File: config.mk
export PLATFORM = sky130hd
export DESIGN_NAME = gvr_recip_cell
export DESIGN_NICKNAME = d
export VERILOG_FILES = /design/src/rtl/gvr_pkg.sv /design/src/rtl/gvr_recip_cell.sv
export SDC_FILE = /design/constraint.sdc
export NUM_CORES = 1
export LEC_CHECK = 0
export BUFFER_PORTS_ARGS = -buffer_cell sky130_fd_sc_hd__buf_2
export CAP_MARGIN = 20
export CORE_AREA = 2 2 373 375
export DETAILED_ROUTE_END_ITERATION = 6
export DIE_AREA = 0 0 375 377
export SLEW_MARGIN = 20
export SYNTH_ARGS = -nofsm -noshare
export SYNTH_HDL_FRONTEND = slang
export SYNTH_SLANG_ARGS = --single-unit
File: constraint.sdc
create_clock -name clk -period 3.7 [get_ports clk]
set_input_delay 0.74 -clock clk [delete_from_list [all_inputs] [get_ports clk]]
set_output_delay 0.74 -clock clk [all_outputs]
set_load 0.03 [all_outputs]
File: src/rtl/gvr_pkg.sv
// ----------------------------------------------------------------------------
// gvr_pkg
// Shared widths and the item record that travels down the Givens rotation
// pipeline.
// ----------------------------------------------------------------------------
package gvr_pkg;

  localparam int DATA_WIDTH = 32;
  localparam int FRAC_BITS  = 16;
  localparam int TRIG_FRAC  = 30;

  localparam int SUM_W  = 2 * DATA_WIDTH;
  localparam int TRIG_W = TRIG_FRAC + 2;
  localparam int CQ_W   = TRIG_FRAC + 1;
  localparam int RQ_W   = FRAC_BITS + TRIG_FRAC + 1;
  localparam int ZW     = ((RQ_W > DATA_WIDTH) ? RQ_W : DATA_WIDTH) + 1;

  localparam int SQRT_STEPS  = DATA_WIDTH;
  localparam int DIV_STEPS   = TRIG_FRAC;
  localparam int RECIP_STEPS = FRAC_BITS + TRIG_FRAC;

  typedef struct packed {
    logic                  aneg;
    logic                  bneg;
    logic                  zero;
    logic                  a_gt_b;
    logic [DATA_WIDTH-1:0] amag;
    logic [DATA_WIDTH-1:0] bmag;
    logic [SUM_W-1:0]      sq_bits;
    logic [SUM_W-1:0]      bsq;
    logic [DATA_WIDTH:0]   sq_rem;
    logic [DATA_WIDTH-1:0] root;
    logic                  rneg;
    logic                  cneg;
    logic                  sneg;
    logic [DATA_WIDTH-1:0] c_rem;
    logic [DATA_WIDTH-1:0] s_rem;
    logic [CQ_W-1:0]       c_q;
    logic [CQ_W-1:0]       s_q;
    logic                  z_from_s;
    logic                  z_one;
    logic [CQ_W-1:0]       z_rem;
    logic [RQ_W-1:0]       z_q;
  } gvr_item_t;

endpackage

File: src/rtl/gvr_recip_cell.sv
// ----------------------------------------------------------------------------
// gvr_recip_cell
// One restoring division step of the reciprocal of the cosine.
// ----------------------------------------------------------------------------
module gvr_recip_cell (
  input  logic               clk,
  input  logic               rst_n,
  input  logic               en,
  input  logic               in_valid,
  input  gvr_pkg::gvr_item_t in_item,
  output logic               out_valid,
  output gvr_pkg::gvr_item_t out_item
);

  logic [gvr_pkg::CQ_W:0] rem2;
  logic [gvr_pkg::CQ_W:0] den;
  gvr_pkg::gvr_item_t     item_nxt;
  gvr_pkg::gvr_item_t     item_r;
  logic                   valid_r;

  always_comb begin
    item_nxt = in_item;
    rem2     = {in_item.z_rem, 1'b0};
    den      = {1'b0, in_item.c_q};
    if (rem2 >= den) begin
      item_nxt.z_rem = gvr_pkg::CQ_W'(rem2 - den);
      item_nxt.z_q   = {in_item.z_q[gvr_pkg::RQ_W-2:0], 1'b1};
    end else begin
      item_nxt.z_rem = gvr_pkg::CQ_W'(rem2);
      item_nxt.z_q   = {in_item.z_q[gvr_pkg::RQ_W-2:0], 1'b0};
    end
  end

  always_ff @(posedge clk) begin
    if (!rst_n) begin
      valid_r <= 1'b0;
    end else if (en) begin
      valid_r <= in_valid;
    end
  end

  always_ff @(posedge clk) begin
    if (en) begin
      item_r <= item_nxt;
    end
  end

  assign out_valid = valid_r;
  assign out_item  = item_r;

endmodule

==> results of run 1 <==
[cells in the final DEF (no fill, tap or decap), types with 12 or more instances in the layout]
master | Yosys | routed
buf_2 | 3 | 942
edfxtp_1 | 470 | 470
clkbuf_16 | 0 | 59
buf_4 | 0 | 47
inv_1 | 37 | 37
nand2_1 | 37 | 37
ha_1 | 31 | 31
o21ai_0 | 30 | 30
a21oi_1 | 28 | 28
a21o_1 | 19 | 19
diode_2 | 0 | 18
nor2_1 | 15 | 15
xnor2_1 | 13 | 13
xor2_1 | 12 | 12
[layout make-up]
type	count	area (um^2)
Tap cell	1794	2245
Multi-Input combinational cell	281	1986
Timing Repair Buffer	995	5182
Clock buffer	69	1514
Clock inverter	41	442.9
Sequential cell	471	14130
Antenna cell	18	45.04
Fill cell	14970	111300
Inverter	38	142.6
[logic make-up after synthesis]
family | count (synthesis) | share of synthesized area
AO/OA/AOI/OAI | 127 | 0.05157
XOR/XNOR | 25 | 0.01341
adder cells (fa/ha/maj) | 32 | 0.02498
buffers and inverters | 55 | 0.01287
flip-flops | 471 | 0.8655
multiplexers | 6 | 0.003984
AND/OR/NAND/NOR | 91 | 0.02766
[through the flow]
step / hold slack [ps] / setup TNS (ps) / std cells / setup WS [ps]
final: 228.9 / 0 / 3707 / 683.7
after global routing: 183.9 / 0 / 3692 / 520.6
after global placement: 500.7 / 0 / 3579 / 30.60
after detailed placement: 509.4 / -62.48 / 3579 / -30.90
after CTS: 156.6 / 0 / 3689 / 721.6
after floorplan: 640.4 / 0 / 807 / 407.3
[cell usage after synthesis, types with 7 or more instances]
cell      number
nand4_1        7
inv_1         37
clkbuf_1      14
nand2_1       37
a21o_1        19
xor2_1        12
ha_1          31
a21oi_1       28
a211oi_1      10
xnor2_1       13
nor2_1        15
edfxtp_1     470
o21ai_0       30
[power groups by stage]
stage / clock (W) / sequential (W) / combinational [W]
final: 0.00595 / 0.00651 / 0.00254
after global routing: 0.00638 / 0.00655 / 0.00269
after CTS: 0.00622 / 0.00652 / 0.00265
after detailed placement: 0 / 0.00662 / 0.00264
after global placement: 0 / 0.00662 / 0.00264
after floorplan: 0 / 0.00754 / 0.000320
[per-layer routing]
layer	GRT usage	vias up
met1	0.1457	5822
li1	-	5269
met2	0.2473	747
met3	0.08542	243
met5	0	-
met4	0.04207	122
[sequential cells by signal, summed over array words and instances (netlist names)]
name / count
out_valid: 1
out_item: 470
[path summary, 6_finish.rpt]
| kind | start | to | slack [ps] | depth (start not counted) |
|---|---|---|---|---|
| worst max-delay path | in_item[112] | out_item[48] | 680 | 11 |
| worst min-delay path | in_item[161] | out_item[161] | 230 | 1 |
| worst max register to register | out_valid | out_valid | 3100 | 2 |
| worst min register to register | out_valid | out_valid | 520 | 2 |
==> results.tsv, run 1 <==
metric	value	unit
outcome	finished, final reports clean	
Synth area leaders	edfxtp_1 86%, ha_1 2.4%, o21ai_0 0.92%	
Post-synth EDFFs	470	
leakage power	10.61	nW
largest net degree at the start of global routing	85	
WP buf/inv	3	
# hold bufs at CTS	0	
iteration count of the initial detailed-routing pass	4	
first-pass GRT wire length	129.4	mm
Area after DPL	23690	um^2
Yosys top cell by area	edfxtp_1	
vias in the first global route	12110	
cell row count	136	
Die Ht	377	um
clock power share	0.396	
RePlAce Congestion	0.8164	
Slowest-stage cell, CP	fa_1	
RSZ-0062 raised after global routing	no	
initial core utilization	0.1192	
Critical Path RT	4120	ps
met2 wire len	52.18	mm
crit path max fanout	12	
Ys Warns	0	
net load switching power	0.004543	W
Worst Max-Slew Pin Slew	561.3	ps
unique cell type count in the Yosys netlist	53	
root buffer cell	clkbuf_16	
#FFs+latches synth	471	
CP Cell Sequence	buf_2, inv_1, fa_1, a21o_1, a221oi_2, a31o_2, a21oi_1, o21a_1, nor4_4, buf_4, mux2_2	
share of layout cells above drive strength 1	0.5784	
Max VDD drop	0.0003861	V
utilization of the core after routing	0.1876	
area grow syn2layout	57.33	%
combinational share of power	0.170	
Sw Ratio	0.3029	
crit path DAT	3440	ps
WS Path Type	primary input to flop	
Max Cap Viol	0	
Avg Cell Area, Syn	20.23	um^2
total global routing overflow	0	
Vias	12200	
top_reg_cell synth	edfxtp_1	
Avg Vias per Cell	3.292	
Post-Syn Area	16330	um^2
Post-CTS Repair Setup Buffers	0	
Final nets	2352	
Pins Over Slew Limit	0	
final hold violations	0	
Yosys top cell area share	0.8643	
pwr dens	583.9	nW/um^2
post-CTS resize count	0	
fin crit share	0.8152	
dpl hpwl	91.82	mm
CP peak stage delay	410	ps
TritonCTS clock tree	done	
startpoint type of the worst setup path	primary input	
Mapped Cells	807	
Hold Crit Class	primary input to flop	
Setup crit end kind	flop	
WL per Instance	28.72	um
async set or reset register ratio after synthesis	0	
WL met3	15.00	mm
Fmax achieved	331.5	MHz
Design Area, Final	25690	um^2
Top Layer Used	met5	
final setup violation count	0	
full die area	141400	um^2
Metal-1 WL	35.13	mm
post-synthesis sequential area ratio	0.8655	
later-pin clock latency in the skew report	650	ps
Worst-path clk slew	70	ps
Post-Syn Nets	1313	
GR Util All Layers	0.1437	
post-layout min period	3016	ps
Slew HR	0.6250	
DRC Markers	0	
final wirelength	106.5	mm
core area	137000	um^2
Sink Count	471	
clock buffer depth	3	
P_int	0.01046	W
Die Width	375	um
total CTS buffers	59	
CP delay by family, top	compound AO/OA/AOI/OAI gates	
initial antenna violation count	147	
io pins	945	
Final ANT Viol Nets	0	
sequential power share	0.434	
H-tree levels	2	
Starting DRT DRC Count	575	
Port Buffer Count	943	
total power	0.01500	W
Fin Clk Skew	0	ps
Power figures use the tool's default switching activity.
==> run 2, diff against run 1 <==
--- a/config.mk
+++ b/config.mk
@@ -7,9 +7,9 @@
 export LEC_CHECK = 0
 export BUFFER_PORTS_ARGS = -buffer_cell sky130_fd_sc_hd__buf_2
 export CAP_MARGIN = 20
-export CORE_AREA = 2 2 373 375
+export CORE_AREA = 2 2 368 370
 export DETAILED_ROUTE_END_ITERATION = 6
-export DIE_AREA = 0 0 375 377
+export DIE_AREA = 0 0 370 372
 export SLEW_MARGIN = 20
 export SYNTH_ARGS = -nofsm -noshare
 export SYNTH_HDL_FRONTEND = slang
==> constraint.sdc (replaced) <==
create_clock -name clk -period 2.43 [get_ports clk]
set_input_delay 0.486 -clock clk [delete_from_list [all_inputs] [get_ports clk]]
set_output_delay 0.486 -clock clk [all_outputs]
set_load 0.03 [all_outputs]
==> run 2 against run 1 <==
Combinational power rose by 91%. Non-clock buffer count rose by 513. Worst setup slack got worse by 670 ps. Flip-flop and latch count did not move. Largest cell class unchanged.
==> results.tsv, run 2 (synthesis gave the netlist of run 1 again) <==
metric	value	unit
Sw Ratio	0.2893	
CP peak stage delay	390	ps
Die Width	370	um
H-tree levels	3	
sequential power share	0.392	
CP delay by family, top	compound AO/OA/AOI/OAI gates	
area of the multi-input gates	2258	um^2
Slew HR	0.5821	
Worst-path clk slew	50	ps
CP Cell Sequence	buf_6, fa_2, a21o_1, a221oi_2, a31o_2, buf_6, buf_4, o21bai_1, a31oi_1, mux2i_1, a21oi_1, a21o_1	
clock buffer depth	3	
full die area	137600	um^2
outcome	finished, final reports clean	
RePlAce Congestion	0.8216	
total CTS buffers	66	
Worst Max-Slew Pin Slew	625.5	ps
dpl hpwl	90.92	mm
Critical Path RT	2810	ps
Slowest-stage cell, CP	fa_2	
worst setup margin	11.58	ps
max reg flops	470	
WS Path Type	primary input to flop	
io pins	945	
core area	134300	um^2
clock power share	0.418	
reg2reg start	out_valid	
root buffer cell	clkbuf_16	
WL per Instance	25.71	um
final wirelength	109.0	mm
initial core utilization	0.1216	
final hold violations	0	
GR Util All Layers	0.1505	
WP buf/inv	3	
DP Worst Slack	-900.8	ps
Final ANT Viol Nets	0	
hold slack	63.92	ps
total global routing overflow	0	
Setup TNS Final	0	ps
DRC Markers	0	
P_int	0.01801	W
Max Cap Viol	0	
first-pass GRT wire length	135.4	mm
Die Ht	372	um
crit path max fanout	4	
Fin Clk Skew	0	ps
pwr dens	806.0	nW/um^2
startpoint type of the worst setup path	primary input	
Sink Count	471	
net load switching power	0.007333	W
Fmax achieved	413.5	MHz
most common cell after layout, fill and taps aside	buf_2	
fin crit share	0.9952	
Hold Crit Class	primary input to flop	
initial antenna violation count	94	
Vias	14310	
Final nets	2872	
share of layout cells above drive strength 1	0.5137	
combinational share of power	0.191	
iteration count of the initial detailed-routing pass	5	
Max VDD drop	0.0005453	V
most frequent cells in the layout	939 x buf_2, 470 x edfxtp_1, 418 x dlygate4sd3_1	
Port Buffer Count	943	
Fill cells	14220	
register area	14130	um^2
TritonCTS clock tree	done	
post-layout min period	2418	ps
Starting DRT DRC Count	919	
Pins Over Slew Limit	0	
cell row count	135	
Worst Setup SP	in_item[47]	
later-pin clock latency in the skew report	630	ps
leakage power	13.07	nW
Setup crit end kind	flop	
crit path DAT	2800	ps
Hold Startpoint	in_item[342]	
Avg Vias per Cell	3.374	
area grow syn2layout	92.58	%
largest net degree at the start of global routing	81	
final setup violation count	0	
vias in the first global route	14290	
## run 2: cell types whose count changed in the layout (fill, tap and decap cells not counted), sizes merged
| cell | previous run | this run |
|---|---|---|
| clkinvlp | 5 | 6 |
| clkinv | 23 | 18 |
| dlygate4sd3 | 0 | 418 |
| clkbuf | 69 | 74 |
| inv | 45 | 44 |
| diode | 18 | 44 |
| buf | 995 | 1090 |
| bufinv | 6 | 14 |
## run 2: layout make-up
type | instances | area share
sequential | 471 | 0.4495
antenna | 44 | 0.003501
clock buffer | 74 | 0.05415
clock inverter | 44 | 0.02033
inverter | 38 | 0.004934
multi-input combinational | 281 | 0.07182
tap | 1781 | 0.07086
timing repair buffer | 1508 | 0.3250
## run 2: power by group through the flow
stage                     clock network, W  registers (W)  logic, W
after detailed placement                 0         0.0101   0.00418
after global placement                   0         0.0101   0.00416
after global routing                0.0112        0.00999   0.00509
after floorplan                          0         0.0115  0.000504
after CTS                           0.0110        0.00993   0.00487
final                               0.0106        0.00993   0.00484
## run 2: what timing repair did
item,CTS,global route
resized for setup,11,45
setup buffers,1,4
pin swaps,2,19
hold buffers,418,0
hold endpoints to repair,418,0
endpoints found under the setup margin,31,31
## run 2: stage by stage
step / power, W / utilization / instances / area (um^2)
floorplan: 0.01199 / - / 807 / 16360
global placement: 0.01424 / 0.1823 / 3656 / 24480
detailed placement: 0.01426 / 0.1823 / 3656 / 24480
CTS: 0.02579 / 0.2312 / 4193 / 31050
global route: 0.02630 / 0.2338 / 4223 / 31400
finish: 0.02535 / 0.2342 / 4241 / 31450
## run 2: final timing paths
| path | end | slack (ps) | cells past startpoint |
|---|---|---|---|
| max | out_item[61] | 10 | 12 |
| min | out_item[342] | 60 | 1 |
| max reg2reg | out_valid | 1840 | 2 |
| min reg2reg | out_valid | 520 | 2 |
## run 2: routing by layer
layer | global-route usage | share of wire | up-vias
met5 | 0 | 0.0041 | -
met4 | 0.05159 | 0.037 | 68
met3 | 0.06967 | 0.10 | 197
met2 | 0.2419 | 0.46 | 756
met1 | 0.1761 | 0.39 | 6930
li1 | - | - | 6358
