File: config.mk
export PLATFORM = sky130hd
export DESIGN_NAME = gvr_sqrt_cell
export DESIGN_NICKNAME = d
export VERILOG_FILES = /design/src/rtl/gvr_pkg.sv /design/src/rtl/gvr_sqrt_cell.sv
export SDC_FILE = /design/constraint.sdc
export NUM_CORES = 1
export LEC_CHECK = 0
export BUFFER_PORTS_ARGS = -buffer_cell sky130_fd_sc_hd__buf_2
export CAP_MARGIN = 20
export CORE_AREA = 3 3 362 364
export CTS_BUF_LIST = sky130_fd_sc_hd__clkbuf_8 sky130_fd_sc_hd__clkbuf_16
export DETAILED_ROUTE_END_ITERATION = 10
export DIE_AREA = 0 0 365 367
export GPL_TIMING_DRIVEN = 0
export PLACE_DENSITY = 0.33
export SLEW_MARGIN = 5
export SYNTH_ARGS = -nofsm -noshare
export SYNTH_HDL_FRONTEND = slang
export SYNTH_SLANG_ARGS = --single-unit
File: constraint.sdc
create_clock -name clk -period 6.8 [get_ports clk]
set_input_delay 1.36 -clock clk [delete_from_list [all_inputs] [get_ports clk]]
set_output_delay 1.36 -clock clk [all_outputs]
set_load 0.01 [all_outputs]
File: src/rtl/gvr_pkg.sv
// ----------------------------------------------------------------------------
// gvr_pkg
// Shared widths and the item record that travels down the Givens rotation
// pipeline.
// ----------------------------------------------------------------------------
package gvr_pkg;

  localparam int DATA_WIDTH = 32;
  localparam int FRAC_BITS  = 16;
  localparam int TRIG_FRAC  = 30;

  localparam int SUM_W  = 2 * DATA_WIDTH;
  localparam int TRIG_W = TRIG_FRAC + 2;
  localparam int CQ_W   = TRIG_FRAC + 1;
  localparam int RQ_W   = FRAC_BITS + TRIG_FRAC + 1;
  localparam int ZW     = ((RQ_W > DATA_WIDTH) ? RQ_W : DATA_WIDTH) + 1;

  localparam int SQRT_STEPS  = DATA_WIDTH;
  localparam int DIV_STEPS   = TRIG_FRAC;
  localparam int RECIP_STEPS = FRAC_BITS + TRIG_FRAC;

  typedef struct packed {
    logic                  aneg;
    logic                  bneg;
    logic                  zero;
    logic                  a_gt_b;
    logic [DATA_WIDTH-1:0] amag;
    logic [DATA_WIDTH-1:0] bmag;
    logic [SUM_W-1:0]      sq_bits;
    logic [SUM_W-1:0]      bsq;
    logic [DATA_WIDTH:0]   sq_rem;
    logic [DATA_WIDTH-1:0] root;
    logic                  rneg;
    logic                  cneg;
    logic                  sneg;
    logic [DATA_WIDTH-1:0] c_rem;
    logic [DATA_WIDTH-1:0] s_rem;
    logic [CQ_W-1:0]       c_q;
    logic [CQ_W-1:0]       s_q;
    logic                  z_from_s;
    logic                  z_one;
    logic [CQ_W-1:0]       z_rem;
    logic [RQ_W-1:0]       z_q;
  } gvr_item_t;

endpackage

File: src/rtl/gvr_sqrt_cell.sv
// ----------------------------------------------------------------------------
// gvr_sqrt_cell
// One digit step of the integer square root: two radicand bits in, one root
// bit out.
// ----------------------------------------------------------------------------
module gvr_sqrt_cell (
  input  logic               clk,
  input  logic               rst_n,
  input  logic               en,
  input  logic               in_valid,
  input  gvr_pkg::gvr_item_t in_item,
  output logic               out_valid,
  output gvr_pkg::gvr_item_t out_item
);

  logic [gvr_pkg::DATA_WIDTH+2:0] rem2;
  logic [gvr_pkg::DATA_WIDTH+2:0] trial;
  gvr_pkg::gvr_item_t             item_nxt;
  gvr_pkg::gvr_item_t             item_r;
  logic                           valid_r;

  always_comb begin
    item_nxt = in_item;
    rem2     = {in_item.sq_rem, in_item.sq_bits[gvr_pkg::SUM_W-1 -: 2]};
    trial    = {1'b0, in_item.root, 2'b01};
    item_nxt.sq_bits = {in_item.sq_bits[gvr_pkg::SUM_W-3:0], 2'b00};
    if (rem2 >= trial) begin
      item_nxt.sq_rem = (gvr_pkg::DATA_WIDTH+1)'(rem2 - trial);
      item_nxt.root   = {in_item.root[gvr_pkg::DATA_WIDTH-2:0], 1'b1};
    end else begin
      item_nxt.sq_rem = (gvr_pkg::DATA_WIDTH+1)'(rem2);
      item_nxt.root   = {in_item.root[gvr_pkg::DATA_WIDTH-2:0], 1'b0};
    end
  end

  always_ff @(posedge clk) begin
    if (!rst_n) begin
      valid_r <= 1'b0;
    end else if (en) begin
      valid_r <= in_valid;
    end
  end

  always_ff @(posedge clk) begin
    if (en) begin
      item_r <= item_nxt;
    end
  end

  assign out_valid = valid_r;
  assign out_item  = item_r;

endmodule

==> results.sh, run 1 <==
export IMPL_grt_pass1_vias=12500
export IMPL_worst_slew_pin_slew_ps=935
export IMPL_grt_pass1_wl_mm=106
export IMPL_dp_hpwl_mm=66.4
export IMPL_overflow=0
export IMPL_drtPass1Iterations=5
export IMPL_clockBufferDepth=3
export IMPL_power_leakage_nw=10.6
export IMPL_hp_class="reg2reg"
export IMPL_critPathLaunchType="input pin"
export IMPL_gp_congestion=0.788
export IMPL_final_cell_mix="buf_2, edfxtp_1, clkbuf_16"
export IMPL_critPathMaxStageDelay_ps=570
export IMPL_finalNonFillerCells=3570
export IMPL_path_class="in2reg"
export IMPL_avgSynthCellArea_um2=20.1
export IMPL_fin_skew_ps=0
export IMPL_clock_root_buffer="clkbuf_16"
export IMPL_synth_cell_types=59
export IMPL_slowest_stage="a2111oi_4"
export IMPL_fin_crit_sh_pct=68.1
export IMPL_clock_latency_ps=650
export IMPL_fillCellCount=13800
export IMPL_synth_seq_cells=469
export IMPL_final_common_cell="buf_2"
export IMPL_crit_arrival_ps=5000
export IMPL_h_tree_depth=2
export IMPL_rr_worst_depth=2
export IMPL_postCtsSetupRepairBufs=0
export IMPL_crit_required_ps=7170
export IMPL_holdPathStages=2
export IMPL_vias_per_cell=3.33
export IMPL_area_delta_synth_final_pct=53.3
export IMPL_die_x_um=365
export IMPL_maxSlewHeadroom_pct=36.8
export IMPL_dp_cells=3441
export IMPL_vias=11900
export IMPL_hold_violations=0
export IMPL_syn_inst=832
export IMPL_p_total_w=0.00766
export IMPL_fin_tns_setup_ps=0
export IMPL_fmax_mhz=216
export IMPL_fin_nets=2348
export IMPL_drive_gt1_share_pct=57.1
export IMPL_ys_flop_type="edfxtp_1"
export IMPL_first_iter_violations=612
export IMPL_io_buffer_count=942
export IMPL_status="complete, no violations"
export IMPL_cts_tree="done"
export IMPL_rsz0062_at_grt="false"
export IMPL_wire_per_inst_um=22.8
export IMPL_netlist_area_um2=16700
export IMPL_dieArea_um2=134000
export IMPL_drv_slew=0
export IMPL_clk_pin_slew_ps=60
export IMPL_io_pins=945
export IMPL_core_um2=128000
export IMPL_hold_buffers=0
export IMPL_synth_edf_count=468
export IMPL_cts_buffers=59
export IMPL_die_height_um=367
export IMPL_ys_seq_area_share_pct=84.3
export IMPL_vdd_drop_max_uv=171
export IMPL_postCtsResizedCells=0
export IMPL_seq_area_um2=14100
export IMPL_maxCapViolCount=0
export IMPL_route_detailed_drc=0
export IMPL_min_period_ps=4630
export IMPL_setup_viol_count_final=0
export IMPL_cp_cell_sequence="buf_2 > inv_1 > ha_1 > buf_2 > nor2_1 > o21ba_2 > o21ai_0 > o2111ai_2 > a2111oi_4 > o211ai_4 > and2_4 > buf_12 > inv_8 > buf_12 > mux2_4"
export IMPL_rows=131
export IMPL_initial_core_util_pct=13.1
export IMPL_synthArstFlopShare_pct=0
export IMPL_cp_max_fo=10
export IMPL_endpoint_kind="flip-flop"
export IMPL_wirelength_mm=81.4
export IMPL_grt_antenna_before_repair=55
export IMPL_grt_util_all_layers_pct=11.4
export IMPL_ys_warn_count=0
export IMPL_cts_sinks=469
export IMPL_powerDensity_nw_per_um2=299
export IMPL_antenna_left=0
export IMPL_grt_max_degree=113
export IMPL_multi_input_area_um2=2340
==> registers in the layout, summed over array words and instances (netlist names) <==
register,cells
out_valid,1
out_item,468
==> critical path, delay by kind of cell <==
| family | cells | cell delay [ps] |
|---|---|---|
| adder cells (fa/ha/maj) | 1 | 270 |
| AND/OR/NAND/NOR | 2 | 340 |
| multiplexers | 1 | 310 |
| buffers and inverters | 6 | 860 |
| AO/OA/AOI/OAI | 5 | 1800 |
==> Yosys cell counts, types with 2 or more instances <==
cell,instances,area share (%)
a2111oi_0,3,0.16
a2111oi_4,2,0.33
a211o_1,2,0.10
a211oi_1,3,0.13
a21o_1,11,0.49
a21oi_1,35,1.0
a221o_1,2,0.12
a31oi_1,4,0.15
a41oi_1,2,0.10
and3_1,2,0.075
and4_1,4,0.21
buf_12,3,0.36
buf_4,2,0.090
clkbuf_1,4,0.090
edfxtp_1,468,84
ha_1,34,2.5
inv_1,45,1.0
mux2_2,4,0.27
mux2_4,18,1.6
mux2i_1,2,0.12
nand2_1,26,0.58
nand3_1,12,0.36
nand4_1,3,0.11
nor2_1,25,0.56
nor2b_1,3,0.11
nor3_1,9,0.27
nor3b_1,2,0.090
nor4_1,3,0.11
o211ai_1,3,0.13
o21a_1,9,0.40
o21ai_0,25,0.75
o31ai_1,5,0.22
o41ai_1,2,0.10
or2_2,3,0.11
or3_1,5,0.19
xnor2_1,18,0.94
xor2_1,7,0.37
==> per-stage QoR <==
| stage | utilization [%] | worst slack (ps) | instance area, um^2 | hold WS [ps] |
|---|---|---|---|---|
| 3_3_place_gp | 18.4 | -3470 | 23500 | 517 |
| 2_1_floorplan | - | 2670 | 16700 | 538 |
| 4_1_cts | 20.0 | 2050 | 25500 | 541 |
| 5_1_grt | 20.0 | 1910 | 25500 | 551 |
| 3_5_place_dp | 18.5 | 1340 | 23600 | 523 |
| 6_report | 20.0 | 2170 | 25600 | 540 |
==> layout make-up <==
type                    instances  share of cell area (%)
inverters                      46                   0.704
clock inverters                52                    1.76
clock buffers                  59                    5.77
plain buffers                  10                   0.372
well taps                    1662                    8.13
multi-input cells             308                    9.16
diodes                         18                   0.176
repair buffers                946                    18.9
flip-flops and latches        469                    55.0
==> metal layers <==
metal  GRT usage, %  part of all wire, %  up-vias
li1               -                    -     5317
met1           11.6                   34     5837
met2           20.4                   51      573
met3           5.70                   12      121
met4           3.75                  3.1       26
met5              0                 0.21        -
==> path summary, 6_finish.rpt <==
| path | startpoint | endpoint | slack, ps |
|---|---|---|---|
| worst max-delay path | in_item[222] | out_item[265] | 2170 |
| worst max register to register | out_valid | out_valid | 6200 |
| worst min-delay path | out_valid | out_valid | 540 |
| worst min register to register | out_valid | out_valid | 540 |
==> logic make-up (layout without fill, tap and decap cells) <==
group                    Yosys count  in the layout  synth area share, %
flip-flops                       469            469                 84.3
AO/OA/AOI/OAI                    122            122                 5.16
AND/OR/NAND/NOR                  101            101                 2.96
buffers and inverters             56           1113                 1.65
adder cells (fa/ha/maj)           34             34                 2.55
XOR/XNOR                          25             25                 1.31
multiplexers                      24             24                 2.01
other                              1             20               0.0225
==> where the power goes <==
part | switching, W | leakage [nW] | internal, W
Combinational | 0.000588 | 5.06 | 0.000385
Clock | 0.00137 | 0.965 | 0.00178
Sequential | 0.0000650 | 4.59 | 0.00346
Total | 0.00202 | 10.6 | 0.00563
(Power assumes the default switching activity.)
==> run 2, diff against run 1 <==
CORE_AREA = 3 3 363 365   (was 3 3 362 364)
DIE_AREA = 0 0 366 368   (was 0 0 365 367)
PLACE_DENSITY = 0.34   (was 0.33)
clock period = 4 ns   (was 6.8 ns; I/O delays follow)
==> run 2 against run 1 <==
Net effect:
- count of clock-buffer cells in the layout unchanged
- worst hold slack worse by 220 ps
- clock skew unchanged
- clock power up 59%
- flip-flop and latch count unchanged
- sequential power up 70%
- utilization down 0.23 points
- die area up 0.55%
- largest cell class unchanged
- largest power group unchanged
- highest routed layer unchanged
==> results.sh, run 2 (synthesis gave the netlist of run 1 again) <==
export IMPL_crit_arrival_ps=4170
export IMPL_overflow=0
export IMPL_core_um2=129000
export IMPL_gp_congestion=0.847
export IMPL_io_pins=945
export IMPL_worst_slew_pin_slew_ps=835
export IMPL_min_period_ps=3790
export IMPL_initial_core_util_pct=12.9
export IMPL_grt_pass1_wl_mm=103
export IMPL_cts_buffers=59
export IMPL_drtPass1Iterations=4
export IMPL_clock_root_buffer="clkbuf_16"
export IMPL_clk_pin_slew_ps=60
export IMPL_timing_rr_start="out_valid"
export IMPL_wire_per_inst_um=21.2
export IMPL_grt_pass1_vias=12500
export IMPL_die_x_um=366
export IMPL_setup_viol_count_final=0
export IMPL_holdPathStages=1
export IMPL_whs_endpoint="out_item[377]"
export IMPL_drv_slew=0
export IMPL_area_delta_synth_final_pct=53.3
export IMPL_vias_per_cell=3.28
export IMPL_vdd_drop_max_uv=298
export IMPL_route_detailed_drc=0
export IMPL_path_class="in2reg"
export IMPL_maxCapViolCount=0
export IMPL_die_height_um=368
export IMPL_r2r_end="out_valid"
export IMPL_maxSlewHeadroom_pct=43.6
export IMPL_final_common_cell="buf_2"
export IMPL_clockBufferDepth=3
export IMPL_power_leakage_nw=10.6
export IMPL_final_cell_area_um2=25600
export IMPL_vias=11900
export IMPL_hold_start="in_item[375]"
export IMPL_startpoint="in_item[222]"
export IMPL_placed_area_um2=23700
export IMPL_cts_tree="done"
export IMPL_rrSetupSlack_ps=3400
export IMPL_grt_antenna_before_repair=55
export IMPL_dp_hpwl_mm=63.1
export IMPL_final_cell_mix="buf_2, edfxtp_1, clkbuf_16"
export IMPL_fin_nets=2350
export IMPL_wirelength_mm=77.1
export IMPL_h_tree_depth=2
export IMPL_first_iter_violations=633
export IMPL_dp_cells=3521
export IMPL_powerDensity_nw_per_um2=495
export IMPL_fmax_mhz=264
export IMPL_hp_class="in2reg"
export IMPL_rr_worst_depth=2
export IMPL_cts_sinks=469
export IMPL_io_buffer_count=942
export IMPL_hold_violations=0
export IMPL_grt_util_all_layers_pct=10.9
export IMPL_largest_register_ffs=468
export IMPL_cp_cell_sequence="buf_2 > inv_1 > ha_1 > buf_2 > nor2_1 > o21ba_2 > o21ai_1 > o2111ai_2 > a2111oi_4 > buf_4 > o211ai_4 > and2_4 > buf_12 > inv_8 > buf_12 > mux2_4"
export IMPL_antenna_left=0
export IMPL_slowest_stage="a2111oi_4"
export IMPL_fin_tns_setup_ps=0
export IMPL_fin_crit_sh_pct=94.9
export IMPL_critPathMaxStageDelay_ps=410
export IMPL_critPathLaunchType="input pin"
export IMPL_rsz0062_at_grt="false"
export IMPL_drive_gt1_share_pct=57.1
export IMPL_p_total_w=0.0127
export IMPL_finalNonFillerCells=3640
export IMPL_utilization_pct=19.8
export IMPL_grt_max_degree=116
export IMPL_cp_max_fo=10
export IMPL_crit_required_ps=4380
export IMPL_status="complete, no violations"
export IMPL_clock_latency_ps=650
export IMPL_rows=132
export IMPL_dieArea_um2=135000
export IMPL_endpoint_kind="flip-flop"
export IMPL_fin_skew_ps=0
run 2: changes by cell type in the layout (fill, tap and decap cells not counted), sizes merged:
| cell | previous run | this run |
|---|---|---|
| clkinv | 25 | 28 |
| buf | 952 | 954 |
| inv | 61 | 59 |
| diode | 18 | 11 |
| clkinvlp | 7 | 4 |
| bufinv | 5 | 2 |
run 2: how the worst max path moves through the flow:
stage | end | cells after the start
after floorplan | out_item[248] | 13
after global placement | out_valid | 3
after detailed placement | out_item[270] | 15
after CTS | out_item[261] | 15
after global routing | out_item[261] | 16
final | out_item[255] | 16
run 2: layout make-up:
cell class / instances / area, um^2
fill: 14100 / 104000
inverter: 46 / 180
buffer: 10 / 95.1
clock buffer: 59 / 1480
antenna: 11 / 27.5
multi-input combinational: 308 / 2340
tap: 1742 / 2180
timing repair buffer: 948 / 4850
clock inverter: 47 / 349
sequential: 469 / 14100
run 2: power by group:
group / internal (W) / total, W / leakage, nW / switching, W
Combinational: 0.000655 / 0.00162 / 5.07 / 0.000970
Clock: 0.00282 / 0.00504 / 0.923 / 0.00223
Sequential: 0.00589 / 0.00600 / 4.59 / 0.000111
Total: 0.00936 / 0.0127 / 10.6 / 0.00331
run 2: metal layers:
layer | up-vias | wire length [um] | GRT usage, %
met1 | 5899 | 27100 | 11.2
met2 | 571 | 40500 | 20.0
met4 | 42 | 1760 | 2.84
met5 | - | 259 | 0
met3 | 126 | 7470 | 4.68
li1 | 5296 | - | -
run 2: metrics by stage:
| step | worst slack (ps) | hold WS [ps] |
|---|---|---|
| after CTS | 25.9 | 227 |
| after global placement | -5540 | 517 |
| after global routing | 78.7 | 255 |
| final | 205 | 318 |
| after floorplan | 427 | 538 |
| after detailed placement | -941 | 525 |
run 2: worst max-delay path, delay by kind of cell:
family          cells  cell delay [ps]
compound gates      5             1440
mux                 1              320
simple gates        2              370
fa+ha+maj           1              260
buf+inv             7              950
run 2: what timing repair did:
item / in CTS / in global routing
hold endpoints to repair: 0 / 0
setup endpoints to repair: 23 / 18
resized for setup: 1 / 0
hold buffers: 0 / 0
pin swaps: 0 / 1
buffers inserted: 0 / 2
==> run 3, diff against run 2 <==
CORE_AREA = 3 3 372 374   (was 3 3 363 365)
CTS_BUF_LIST = sky130_fd_sc_hd__clkbuf_4   (was sky130_fd_sc_hd__clkbuf_8 sky130_fd_sc_hd__clkbuf_16)
DIE_AREA = 0 0 375 377   (was 0 0 366 368)
PLACE_DENSITY = 0.32   (was 0.34)
clock period = 4.6 ns   (was 4 ns; I/O delays follow)
==> run 3 against run 2 <==
Net effect:
- sequential share of layout area down 8.1 points
- final cell count grew 17%
- first-iteration DRC count down 4.7%
- largest power group unchanged
- via count is 18% higher
- clock skew unchanged
- clock power shrank 19%
- largest cell class unchanged
- utilization up 2.4 points
- sequential power decreased by 13%
- register-to-register slack better by 30 ps
- highest routed layer unchanged
- power fell by 13%
==> results.sh, run 3 (synthesis gave the netlist of run 1 again) <==
export IMPL_rsz0062_at_grt="false"
export IMPL_p_seq_share_pct=47.2
export IMPL_utilization_pct=22.2
export IMPL_netSwitchingFraction_pct=27.9
export IMPL_grt_pass1_wl_mm=112
export IMPL_h_tree_depth=4
export IMPL_gp_congestion=0.845
export IMPL_io_buffer_count=942
export IMPL_grt_pass1_vias=15500
export IMPL_cts_tree="done"
export IMPL_power_leakage_nw=12.5
export IMPL_final_common_cell="buf_2"
export IMPL_fmax_mhz=226
export IMPL_p_sw_w=0.00309
export IMPL_grt_max_degree=118
export IMPL_cts_buffers=141
export IMPL_pwr_share_comb_pct=15.9
export IMPL_overflow=0
export IMPL_critPathLaunchType="input pin"
export IMPL_rows=135
export IMPL_clock_root_buffer="clkbuf_4"
export IMPL_dp_hpwl_mm=64.9
export IMPL_maxCapViolCount=0
export IMPL_vias=14100
export IMPL_cp_max_fo=5
export IMPL_dp_cells=3560
export IMPL_die_x_um=375
export IMPL_finalNonFillerCells=4270
export IMPL_maxSlewHeadroom_pct=32.6
export IMPL_io_pins=945
export IMPL_min_period_ps=4430
export IMPL_grt_antenna_before_repair=33
export IMPL_grt_util_all_layers_pct=11.2
export IMPL_endpoint_kind="flip-flop"
export IMPL_clockBufferDepth=3
export IMPL_first_iter_violations=603
export IMPL_path_class="in2reg"
export IMPL_initial_core_util_pct=12.3
export IMPL_hold_violations=0
export IMPL_worst_slew_pin_slew_ps=985
export IMPL_post_place_ws_ps=-431
export IMPL_hold_slack_ps=257
export IMPL_crit_required_ps=5350
export IMPL_setup_slack_ps=172
export IMPL_die_height_um=377
export IMPL_setup_viol_count_final=0
export IMPL_vdd_drop_max_uv=199
export IMPL_route_detailed_drc=0
export IMPL_powerDensity_nw_per_um2=369
export IMPL_wirelength_mm=83.1
export IMPL_clk_pin_slew_ps=60
export IMPL_placed_area_um2=23800
export IMPL_fin_skew_ps=0
export IMPL_clkPwrFrac_pct=36.9
export IMPL_cts_sinks=469
export IMPL_antenna_left=0
export IMPL_fin_crit_sh_pct=96.3
export IMPL_fin_nets=2873
export IMPL_drtPass1Iterations=5
export IMPL_hp_class="in2reg"
export IMPL_power_internal_w=0.00797
export IMPL_final_cell_mix="buf_2, edfxtp_1, dlygate4sd3_1"
export IMPL_vias_per_cell=3.31
export IMPL_final_cell_area_um2=30000
export IMPL_postCtsSetupRepairBufs=0
export IMPL_drive_gt1_share_pct=48.7
export IMPL_clock_latency_ps=1010
export IMPL_crit_arrival_ps=5170
export IMPL_dieArea_um2=141000
export IMPL_fillCellCount=14700
export IMPL_core_um2=135000
export IMPL_drv_slew=0
export IMPL_area_delta_synth_final_pct=79.7
export IMPL_wire_per_inst_um=19.4
export IMPL_status="complete, no violations"
export IMPL_largest_register_ffs=468
==> run 3: cell type report <==
| type | count | area [um^2] | area share (%) |
|---|---|---|---|
| plain buffers | 10 | 95.1 | 0.317 |
| flip-flops and latches | 469 | 14100 | 46.9 |
| well taps | 1781 | 2230 | 7.43 |
| multi-input cells | 308 | 2340 | 7.81 |
| clock inverters | 59 | 339 | 1.13 |
| repair buffers | 1389 | 9270 | 30.9 |
| diodes | 20 | 50.0 | 0.167 |
| clock buffers | 188 | 1410 | 4.71 |
| inverters | 46 | 180 | 0.601 |
==> run 3: routing by layer <==
layer / global-route usage, % / routed length [um] / vias up
met5: 0 / 143 / -
met4: 5.02 / 3260 / 20
met3: 5.29 / 7740 / 188
met2: 19.1 / 41400 / 647
met1: 11.7 / 30500 / 6822
li1: - / - / 6436
==> run 3: repair_timing <==
item	CTS	global route
setup endpoints to repair	0	3
endpoints found under the hold margin	446	0
resized for setup	0	1
hold buffers	443	0
==> run 3: final timing paths <==
| kind | start | slack, ps | cells after the start | end |
|---|---|---|---|---|
| worst max-delay path | in_item[218] | 170 | 12 | out_item[267] |
| worst min-delay path | in_item[244] | 260 | 2 | out_item[246] |
| worst max register to register | out_valid | 3430 | 3 | out_valid |
| worst min register to register | out_valid | 1090 | 3 | out_valid |
==> run 3: critical path: stages <==
cell and delay (ps):
dlygate4sd3_1 650, buf_2 180, inv_1 70, ha_1 380, inv_1 80, or3_1 480, a2111oi_0 870, o41ai_1 320
a2111oi_0 580, nor3_1 180, xnor2_1 190, mux2_4 270
==> run 3: power groups by stage <==
| stage | clock (W) | combinational [W] | sequential, W |
|---|---|---|---|
| 2_1_floorplan | 0 | 0.000334 | 0.00550 |
| 5_1_grt | 0.00458 | 0.00190 | 0.00525 |
| 3_5_place_dp | 0 | 0.00147 | 0.00530 |
| 6_report | 0.00408 | 0.00176 | 0.00522 |
| 4_1_cts | 0.00435 | 0.00182 | 0.00522 |
| 3_3_place_gp | 0 | 0.00147 | 0.00537 |
==> run 3: metrics by stage <==
| step | power, W | TNS [ps] |
|---|---|---|
| after global placement | 0.00684 | -2291010 |
| after CTS | 0.0114 | 0 |
| after floorplan | 0.00584 | 0 |
| after detailed placement | 0.00678 | -8430 |
| final | 0.0111 | 0 |
| after global routing | 0.0117 | 0 |
